`src/sv/fwsm_pkg.sv`:
```
`default_nettype none
package fwsm_pkg;

	localparam int MAX_REACH_DEF  = 8;
	localparam int MAX_LENGTH_DEF = 65536;

	localparam int SAMPLE_W = 32;
	localparam int POS_W    = 17;
	localparam int IDX_W    = 16;
	localparam int REACH_W  = 4;

	localparam logic [REACH_W-1:0] REACH_RST = 4'd1;

	localparam int PADDR_W   = 3;
	localparam int PDATA_W   = 32;
	localparam int REG_SEL_W = PADDR_W - 2;

	// Register map, one 32-bit word per register.
	typedef enum logic [REG_SEL_W-1:0] {
		REG_REACH = 1'b0
	} reg_sel_t;

	// No minimum in the sequence.
	localparam logic signed [POS_W-1:0] POS_NONE = '1;

	typedef struct packed {
		logic                    emit;
		logic signed [POS_W-1:0] position;
		logic                    found;
	} result_t;

endpackage
`default_nettype wire

```
`src/sv/fwsm_in_if.sv`:
```
`default_nettype none
interface fwsm_in_if;
	logic                                   valid;
	logic                                   ready;
	logic signed [fwsm_pkg::SAMPLE_W-1:0]   sample;
	logic                                   last;

	modport source (output valid, output sample, output last, input ready);
	modport sink (input valid, input sample, input last, output ready);
endinterface
`default_nettype wire

```
`src/sv/fwsm_out_if.sv`:
```
`default_nettype none
interface fwsm_out_if;
	logic                                valid;
	logic                                ready;
	logic signed [fwsm_pkg::POS_W-1:0]   position;
	logic                                found;

	modport source (output valid, output position, output found, input ready);
	modport sink (input valid, input position, input found, output ready);
endinterface
`default_nettype wire

```
`src/sv/fwsm_cfg.sv`:
```
`default_nettype none
module fwsm_cfg #(
	parameter int MAX_REACH = fwsm_pkg::MAX_REACH_DEF,
	localparam int RW = $clog2(MAX_REACH + 1)
) (
	input  wire logic                          clk,
	input  wire logic                          arst_n,
	input  wire logic                          psel,
	input  wire logic                          penable,
	input  wire logic                          pwrite,
	input  wire logic [fwsm_pkg::PADDR_W-1:0]  paddr,
	input  wire logic [fwsm_pkg::PDATA_W-1:0]  pwdata,
	output logic      [fwsm_pkg::PDATA_W-1:0]  prdata,
	output logic                               pready,
	output logic      [RW-1:0]                 reach
);

	localparam int CMPW = (RW > fwsm_pkg::REACH_W) ? RW : fwsm_pkg::REACH_W;

	logic [fwsm_pkg::REACH_W-1:0] reach_q;
	logic                         sel_reach;

	always_comb begin
		unique case (fwsm_pkg::reg_sel_t'(paddr[fwsm_pkg::PADDR_W-1:2]))
			fwsm_pkg::REG_REACH: sel_reach = 1'b1;
			default:             sel_reach = 1'b0;
		endcase
	end

	assign pready = 1'b1;
	assign prdata = sel_reach ? fwsm_pkg::PDATA_W'(reach_q) : '0;

	always_ff @(posedge clk or negedge arst_n) begin
		if (!arst_n) begin
			reach_q <= fwsm_pkg::REACH_RST;
		end else if (psel && penable && pwrite && pready && sel_reach) begin
			reach_q <= pwdata[fwsm_pkg::REACH_W-1:0];
		end
	end

	// Zero behaves as one, anything above MAX_REACH saturates.
	always_comb begin
		if (reach_q == '0) begin
			reach = RW'(1);
		end else if (CMPW'(reach_q) > CMPW'(MAX_REACH)) begin
			reach = RW'(MAX_REACH);
		end else begin
			reach = RW'(reach_q);
		end
	end

endmodule
`default_nettype wire

```
`src/sv/fwsm_scan.sv`:
```
`default_nettype none
module fwsm_scan #(
	parameter int MAX_REACH  = fwsm_pkg::MAX_REACH_DEF,
	parameter int MAX_LENGTH = fwsm_pkg::MAX_LENGTH_DEF,
	localparam int RW = $clog2(MAX_REACH + 1)
) (
	input  wire logic                                 clk,
	input  wire logic                                 arst_n,
	input  wire logic                                 step,
	input  wire logic signed [fwsm_pkg::SAMPLE_W-1:0] sample,
	input  wire logic                                 last,
	input  wire logic        [RW-1:0]                 reach,
	output fwsm_pkg::result_t                         res
);

	localparam int DEPTH = 2 * MAX_REACH;
	localparam int WIW   = $clog2(2 * MAX_REACH + 1);
	localparam int SW    = $clog2(MAX_LENGTH + 1);
	localparam int CW    = (SW > WIW) ? SW + 1 : WIW + 1;
	localparam int DW0   = (SW > RW) ? SW : RW;
	localparam int DW    = ((DW0 > fwsm_pkg::IDX_W) ? DW0 : fwsm_pkg::IDX_W) + 1;

	logic signed [fwsm_pkg::SAMPLE_W-1:0] window_q [DEPTH];
	logic signed [fwsm_pkg::SAMPLE_W-1:0] nw [DEPTH+1];
	logic signed [fwsm_pkg::SAMPLE_W-1:0] mid;
	logic [SW-1:0]               seen_q;
	logic [SW-1:0]               seen_new;
	logic [fwsm_pkg::IDX_W-1:0]  first_q;
	logic [fwsm_pkg::IDX_W-1:0]  first_new;
	logic [fwsm_pkg::IDX_W-1:0]  idx;
	logic [DW-1:0]               diff;
	logic                        have_q;
	logic                        have_new;
	logic                        take;
	logic                        enough;
	logic                        ok;
	logic                        hit;
	logic [WIW-1:0]              r_idx;
	logic [WIW-1:0]              twice_r;

	assign take     = seen_q < SW'(MAX_LENGTH);
	assign seen_new = seen_q + SW'(1);
	assign r_idx    = WIW'(reach);
	assign twice_r  = WIW'({reach, 1'b0});
	assign enough   = CW'(seen_new) >= (CW'(twice_r) + CW'(1));

	always_comb begin
		nw[0] = sample;
		for (int i = 1; i <= DEPTH; i++) begin
			nw[i] = window_q[i-1];
		end
	end

	assign mid = nw[r_idx];

	// Comparator bank: the middle sample must be below every sample within reach.
	always_comb begin
		ok = 1'b1;
		for (int i = 0; i <= DEPTH; i++) begin
			if ((WIW'(i) <= twice_r) && (WIW'(i) != r_idx) && !(mid < nw[i])) begin
				ok = 1'b0;
			end
		end
	end

	assign hit       = take && !have_q && enough && ok;
	assign diff      = DW'(seen_q) - DW'(reach);
	assign idx       = diff[fwsm_pkg::IDX_W-1:0];
	assign have_new  = have_q || hit;
	assign first_new = hit ? idx : first_q;

	always_comb begin
		res.emit     = step && last;
		res.found    = have_new;
		res.position = have_new ? $signed({1'b0, first_new}) : fwsm_pkg::POS_NONE;
	end

	always_ff @(posedge clk) begin
		if (step && take) begin
			for (int i = 0; i < DEPTH; i++) begin
				window_q[i] <= nw[i];
			end
		end
	end

	always_ff @(posedge clk or negedge arst_n) begin
		if (!arst_n) begin
			seen_q  <= '0;
			have_q  <= 1'b0;
			first_q <= '0;
		end else if (step) begin
			if (last) begin
				seen_q  <= '0;
				have_q  <= 1'b0;
				first_q <= '0;
			end else begin
				if (take) begin
					seen_q <= seen_new;
				end
				have_q  <= have_new;
				first_q <= first_new;
			end
		end
	end

endmodule
`default_nettype wire

```
`src/sv/first_window_strict_minimum_core.sv`:
```
`default_nettype none
// Finds the first strict local minimum of a stream of signed 32-bit samples. Each
// sequence ends with a beat that has last set; that beat produces one result beat
// carrying the index of the first sample that is strictly below its reach
// neighbors on both sides (found set), or -1 with found clear. The block takes one
// sample beat per cycle, except that a last beat waits while the result register
// is full and not being drained. The last beat is registered in the input stage,
// and its result in the result register. The rate rests on the combinational
// comparator bank that tests the middle of the shift window against all 2*reach
// neighbors in parallel. The reach register (APB address 0) must only be written
// while no sequence is in flight; zero behaves as one and values above MAX_REACH
// saturate. Samples past MAX_LENGTH in one sequence are ignored until last arrives.
module first_window_strict_minimum_core #(
	parameter int MAX_REACH  = fwsm_pkg::MAX_REACH_DEF,
	parameter int MAX_LENGTH = fwsm_pkg::MAX_LENGTH_DEF
) (
	input  wire logic                          clk,
	input  wire logic                          arst_n,
	fwsm_in_if.sink                            in_ch,
	fwsm_out_if.source                         out_ch,
	input  wire logic                          psel,
	input  wire logic                          penable,
	input  wire logic                          pwrite,
	input  wire logic [fwsm_pkg::PADDR_W-1:0]  paddr,
	input  wire logic [fwsm_pkg::PDATA_W-1:0]  pwdata,
	output logic      [fwsm_pkg::PDATA_W-1:0]  prdata,
	output logic                               pready
);

	localparam int RW = $clog2(MAX_REACH + 1);

	logic                                 valid_s1;
	logic signed [fwsm_pkg::SAMPLE_W-1:0] sample_s1;
	logic                                 last_s1;
	logic                                 valid_s2;
	logic signed [fwsm_pkg::POS_W-1:0]    position_s2;
	logic                                 found_s2;
	logic                                 advance;
	logic [RW-1:0]                        reach;
	fwsm_pkg::result_t                    res;

	// A beat without last never produces a result, so it moves on even when the
	// result register is full.
	assign advance     = valid_s1 && (!last_s1 || !valid_s2 || out_ch.ready);
	assign in_ch.ready = !valid_s1 || advance;

	fwsm_cfg #(
		.MAX_REACH (MAX_REACH)
	) u_cfg (
		.clk     (clk),
		.arst_n  (arst_n),
		.psel    (psel),
		.penable (penable),
		.pwrite  (pwrite),
		.paddr   (paddr),
		.pwdata  (pwdata),
		.prdata  (prdata),
		.pready  (pready),
		.reach   (reach)
	);

	fwsm_scan #(
		.MAX_REACH  (MAX_REACH),
		.MAX_LENGTH (MAX_LENGTH)
	) u_scan (
		.clk    (clk),
		.arst_n (arst_n),
		.step   (advance),
		.sample (sample_s1),
		.last   (last_s1),
		.reach  (reach),
		.res    (res)
	);

	always_ff @(posedge clk or negedge arst_n) begin
		if (!arst_n) begin
			valid_s1 <= 1'b0;
		end else if (in_ch.ready) begin
			valid_s1 <= in_ch.valid;
		end
	end

	always_ff @(posedge clk) begin
		if (in_ch.valid && in_ch.ready) begin
			sample_s1 <= in_ch.sample;
			last_s1   <= in_ch.last;
		end
	end

	always_ff @(posedge clk or negedge arst_n) begin
		if (!arst_n) begin
			valid_s2 <= 1'b0;
		end else if (res.emit) begin
			valid_s2 <= 1'b1;
		end else if (out_ch.ready) begin
			valid_s2 <= 1'b0;
		end
	end

	always_ff @(posedge clk) begin
		if (res.emit) begin
			position_s2 <= res.position;
			found_s2    <= res.found;
		end
	end

	assign out_ch.valid    = valid_s2;
	assign out_ch.position = position_s2;
	assign out_ch.found    = found_s2;

endmodule
`default_nettype wire

```
`src/flat_wrapper.sv`:
```
// flat-port wrapper written by rule: the top's interface ports become plain ports
module first_window_strict_minimum_core_flat 
#(
	parameter int MAX_REACH  = fwsm_pkg::MAX_REACH_DEF,
	parameter int MAX_LENGTH = fwsm_pkg::MAX_LENGTH_DEF
)
  (clk, arst_n, psel, penable, pwrite, paddr, pwdata, prdata, pready, in_ch_valid, in_ch_sample, in_ch_last, in_ch_ready, out_ch_valid, out_ch_position, out_ch_found, out_ch_ready);
  fwsm_in_if in_ch_i ();
  fwsm_out_if out_ch_i ();
  input  wire logic clk;
  input  wire logic arst_n;
  input  wire logic psel;
  input  wire logic penable;
  input  wire logic pwrite;
  input  wire logic [fwsm_pkg::PADDR_W-1:0] paddr;
  input  wire logic [fwsm_pkg::PDATA_W-1:0] pwdata;
  output logic      [fwsm_pkg::PDATA_W-1:0] prdata;
  output logic pready;
  input wire logic [$bits(in_ch_i.valid)-1:0] in_ch_valid;
  input wire logic [$bits(in_ch_i.sample)-1:0] in_ch_sample;
  input wire logic [$bits(in_ch_i.last)-1:0] in_ch_last;
  output wire logic [$bits(in_ch_i.ready)-1:0] in_ch_ready;
  output wire logic [$bits(out_ch_i.valid)-1:0] out_ch_valid;
  output wire logic [$bits(out_ch_i.position)-1:0] out_ch_position;
  output wire logic [$bits(out_ch_i.found)-1:0] out_ch_found;
  input wire logic [$bits(out_ch_i.ready)-1:0] out_ch_ready;
  assign in_ch_i.valid = in_ch_valid;
  assign in_ch_i.sample = in_ch_sample;
  assign in_ch_i.last = in_ch_last;
  assign in_ch_ready = in_ch_i.ready;
  assign out_ch_valid = out_ch_i.valid;
  assign out_ch_position = out_ch_i.position;
  assign out_ch_found = out_ch_i.found;
  assign out_ch_i.ready = out_ch_ready;
  first_window_strict_minimum_core #(.MAX_REACH(MAX_REACH), .MAX_LENGTH(MAX_LENGTH)) u_core (.clk(clk), .arst_n(arst_n), .in_ch(in_ch_i), .out_ch(out_ch_i), .psel(psel), .penable(penable), .pwrite(pwrite), .paddr(paddr), .pwdata(pwdata), .prdata(prdata), .pready(pready));
endmodule
```
`config.mk`:
```
export PLATFORM = sky130hd
export DESIGN_NAME = first_window_strict_minimum_core_flat
export DESIGN_NICKNAME = d
export VERILOG_FILES = /design/src/sv/fwsm_pkg.sv /design/src/sv/fwsm_in_if.sv /design/src/sv/fwsm_out_if.sv /design/src/sv/fwsm_cfg.sv /design/src/sv/fwsm_scan.sv /design/src/sv/first_window_strict_minimum_core.sv /design/src/flat_wrapper.sv
export SDC_FILE = /design/constraint.sdc
export NUM_CORES = 1
export LEC_CHECK = 0
export BUFFER_PORTS_ARGS = -buffer_cell sky130_fd_sc_hd__buf_2
export CORE_ASPECT_RATIO = 0.9
export CORE_MARGIN = 4
export CORE_UTILIZATION = 61
export CTS_CLUSTER_DIAMETER = 40
export DETAILED_ROUTE_END_ITERATION = 12
export GPL_ROUTABILITY_DRIVEN = 0
export PLACE_DENSITY_LB_ADDON = 0.25
export SYNTH_ARGS = -nofsm -noshare
export SYNTH_HDL_FRONTEND = slang
export SYNTH_SLANG_ARGS = --single-unit
export TNS_END_PERCENT = 5
```
`constraint.sdc`:
```
create_clock -name clk -period 35.3 [get_ports clk]
set_clock_uncertainty 0.2 [all_clocks]
set_input_delay 7.06 -clock clk [delete_from_list [all_inputs] [get_ports clk]]
set_output_delay 7.06 -clock clk [all_outputs]
set_load 0.01 [all_outputs]
```
==> impl_metrics.ini <==
[outcome]
status = finished clean

[critical_path]
required_ns = 28.04
path_class = in2out
arrival_ns = 7.60
reg2regPathDepth = 19
r2r_setup_slack_ns = 27.86
critPathCaptureType = primary output
r2r_start = u_core.u_cfg.reach_q[0]
critPathLaunchType = input port
worst_r2r_endpoint = u_core.u_scan.first_q[1]
cp_max_fo = 3

[place]
post-place-cells = 4008
io_buffers = 68
place_hpwl_um = 62000

[power_and_ir_drop]
p_leak_uw = 0.0176
peakVddDrop_uv = 48.0
powerDensity_nw_per_um2 = 68.1

[clock_network]
cts_setup_buffers = 0
numClockSinks = 603
cts_tree = built
cts_buffer_depth = 3
root_buffer = clkbuf_16
cts_resized = 0
hold_buffers = 0
cts_buffers = 91
clk_pin_slew_worst_paths_ns = 0.05
worstSkewPairLatency_ns = 0.63
cts.htree.levels = 3

[final_layout]
instances_no_fill = 4179
syn_to_final_growth_pct = 12.5
diodes = 0
drive_gt1_frac = 0.0882
seqCellArea_um2 = 17900
multi_input_area_um2 = 15200
nets = 3948
fillCellCount = 3865

[route]
drt_pass1_iterations = 6
drc = 0
postRouteAntennaNets = 0
via_count = 25800
drt_iter0_markers = 2826
via_per_inst = 6.18
routed_wl_um = 86700
drt-wirelength-per-cell_um = 20.7

[global_routing]
grt_overflow = 0
grt_max_degree = 187
antenna_found_initial = 0
grt_pass1_wl_um = 137000
grt_pass1_vias = 26300
grt_usage = 0.272

[sta]
max_freq_mhz = 67.3
fin_crit_ns = 14.86
tightest_slew_ns = 1.21
setup_violations = 0
finalHoldViolations = 0
rsz0062_at_grt = false
relSlewSlack = 0.190
tns_ns = 0
period_share = 0.421
maxSlewViolCount = 0

[floorplanning]
core-area_um2 = 57400
start_util = 0.621
num_io_pins = 128
row_count = 83
fp.dieW_um = 263
die_area_um2 = 62400
die_h_um = 237

[synthesis]
syn_area_um2 = 35700
netlist_instances = 3205
ys_seq_elements = 603
yosysSeqAreaShare = 0.502
synth_enable_flop_cells = 563
yosysWarnings = 0
synth_area_leaders = edfxtp_1, ha_1, inv_1, a21oi_1, dfrtp_1
synth_largest_area_cell = edfxtp_1
ys.flop_type = edfxtp_1
avgSynthCellArea_um2 = 11.1
yosys.area.top_type_share = 0.474
synthArstFlopShare = 0.0663
synth_cell_types = 80

[min_path]
min_delay_path_depth = 0
holdCritStartpoint = u_core.u_scan.window_q[1][160]
min-delay-path-class = reg2reg
min_to = u_core.u_scan.window_q[1][192]

[job]
drv_cap = 0
-- worst max-delay path, stage by stage --
cell and delay, ns:
buf_2 0.11, nand4b_1 0.21, buf_2 0.21
-- layer usage --
metal,part of all wire,GRT usage,vias up
li1,-,-,12100
met1,0.40,0.351,12400
met2,0.48,0.468,1113
met3,0.077,0.0395,214
met4,0.037,0.112,0
met5,0,0,-
-- synthesized netlist by cell type (48+ instances only) --
cell type,n
a21oi_1,195
clkbuf_1,61
edfxtp_1,563
ha_1,536
inv_1,577
nand2_1,171
nand3_1,50
nand4_1,84
nor2_1,137
nor3_1,48
o211ai_1,83
o21ai_0,117
o221ai_1,66
-- cell type report --
type | instances | share of cell area
Clock buffer | 110 | 0.0604
Clock inverter | 61 | 0.0180
Tap cell | 765 | 0.0239
Sequential cell | 603 | 0.447
Timing Repair Buffer | 120 | 0.0188
Multi-Input combinational cell | 1941 | 0.378
Inverter | 579 | 0.0542
-- power by group --
part | leakage (uW) | switching [uW] | internal [uW]
clock network | 0.00152 | 339 | 587
logic | 0.0101 | 571 | 336
registers | 0.00595 | 39.3 | 859
total | 0.0176 | 949 | 1780
-- sequential cells by signal (all words and copies together) (netlist names), 4 cells and up --
name	cells
u_core.u_cfg.reach_q	4
u_core.u_scan.seen_q	17
u_core.out_ch.position	17
u_core.u_scan.first_q	16
u_core.u_scan.window_q	512
u_core.sample_s1	32
-- worst max path at each step --
stage	startpoint	endpoint	slack, ns	cells past startpoint
after floorplan	out_ch_ready	u_core.u_scan.seen_q[4]	2.98	5
after global placement	out_ch_ready	in_ch_ready	20.47	3
after detailed placement	out_ch_ready	in_ch_ready	20.45	3
after CTS	out_ch_ready	in_ch_ready	20.44	3
after global routing	out_ch_ready	in_ch_ready	20.40	3
final	out_ch_ready	in_ch_ready	20.44	3
-- placed cells by master, fill, tap and decap left out, types with 38 or more instances in the layout --
master,Yosys,layout
clkbuf_16,0,93
a21oi_1,195,194
o21ai_0,117,117
edfxtp_1,563,563
inv_1,577,576
ha_1,536,536
nand2_1,171,171
o221ai_1,66,66
o211ai_1,83,83
nor3_1,48,48
a21o_1,43,43
dfrtp_1,39,38
nor2_1,137,136
buf_4,32,50
nand4_1,84,84
nand3_1,50,50
buf_2,7,68
-- per-stage QoR --
| stage | utilization | area, um^2 | hold WS [ns] | total power [uW] | worst slack (ns) |
|---|---|---|---|---|---|
| after floorplan | - | 35800 | 0.218 | 1520 | 2.98 |
| after global placement | 0.644 | 37000 | 0.228 | 1720 | 20.47 |
| after detailed placement | 0.644 | 37000 | 0.228 | 1790 | 20.45 |
| after CTS | 0.698 | 40100 | 0.229 | 2720 | 20.44 |
| after global routing | 0.698 | 40100 | 0.241 | 2880 | 20.40 |
| final | 0.698 | 40100 | 0.240 | 2730 | 20.44 |
-- logic make-up after synthesis --
| kind of cell | Yosys count | synth area share |
|---|---|---|
| adders and majority gates | 537 | 0.189 |
| other | 2 | 0.000211 |
| DFF | 603 | 0.502 |
| AOI/OAI and AO/OA | 730 | 0.138 |
| xor gates and xnor gates | 20 | 0.00491 |
| muxes | 14 | 0.00411 |
| and+or+nand+nor | 611 | 0.0848 |
| buffers and inverters | 688 | 0.0765 |
Power figures use the tool's default switching activity.
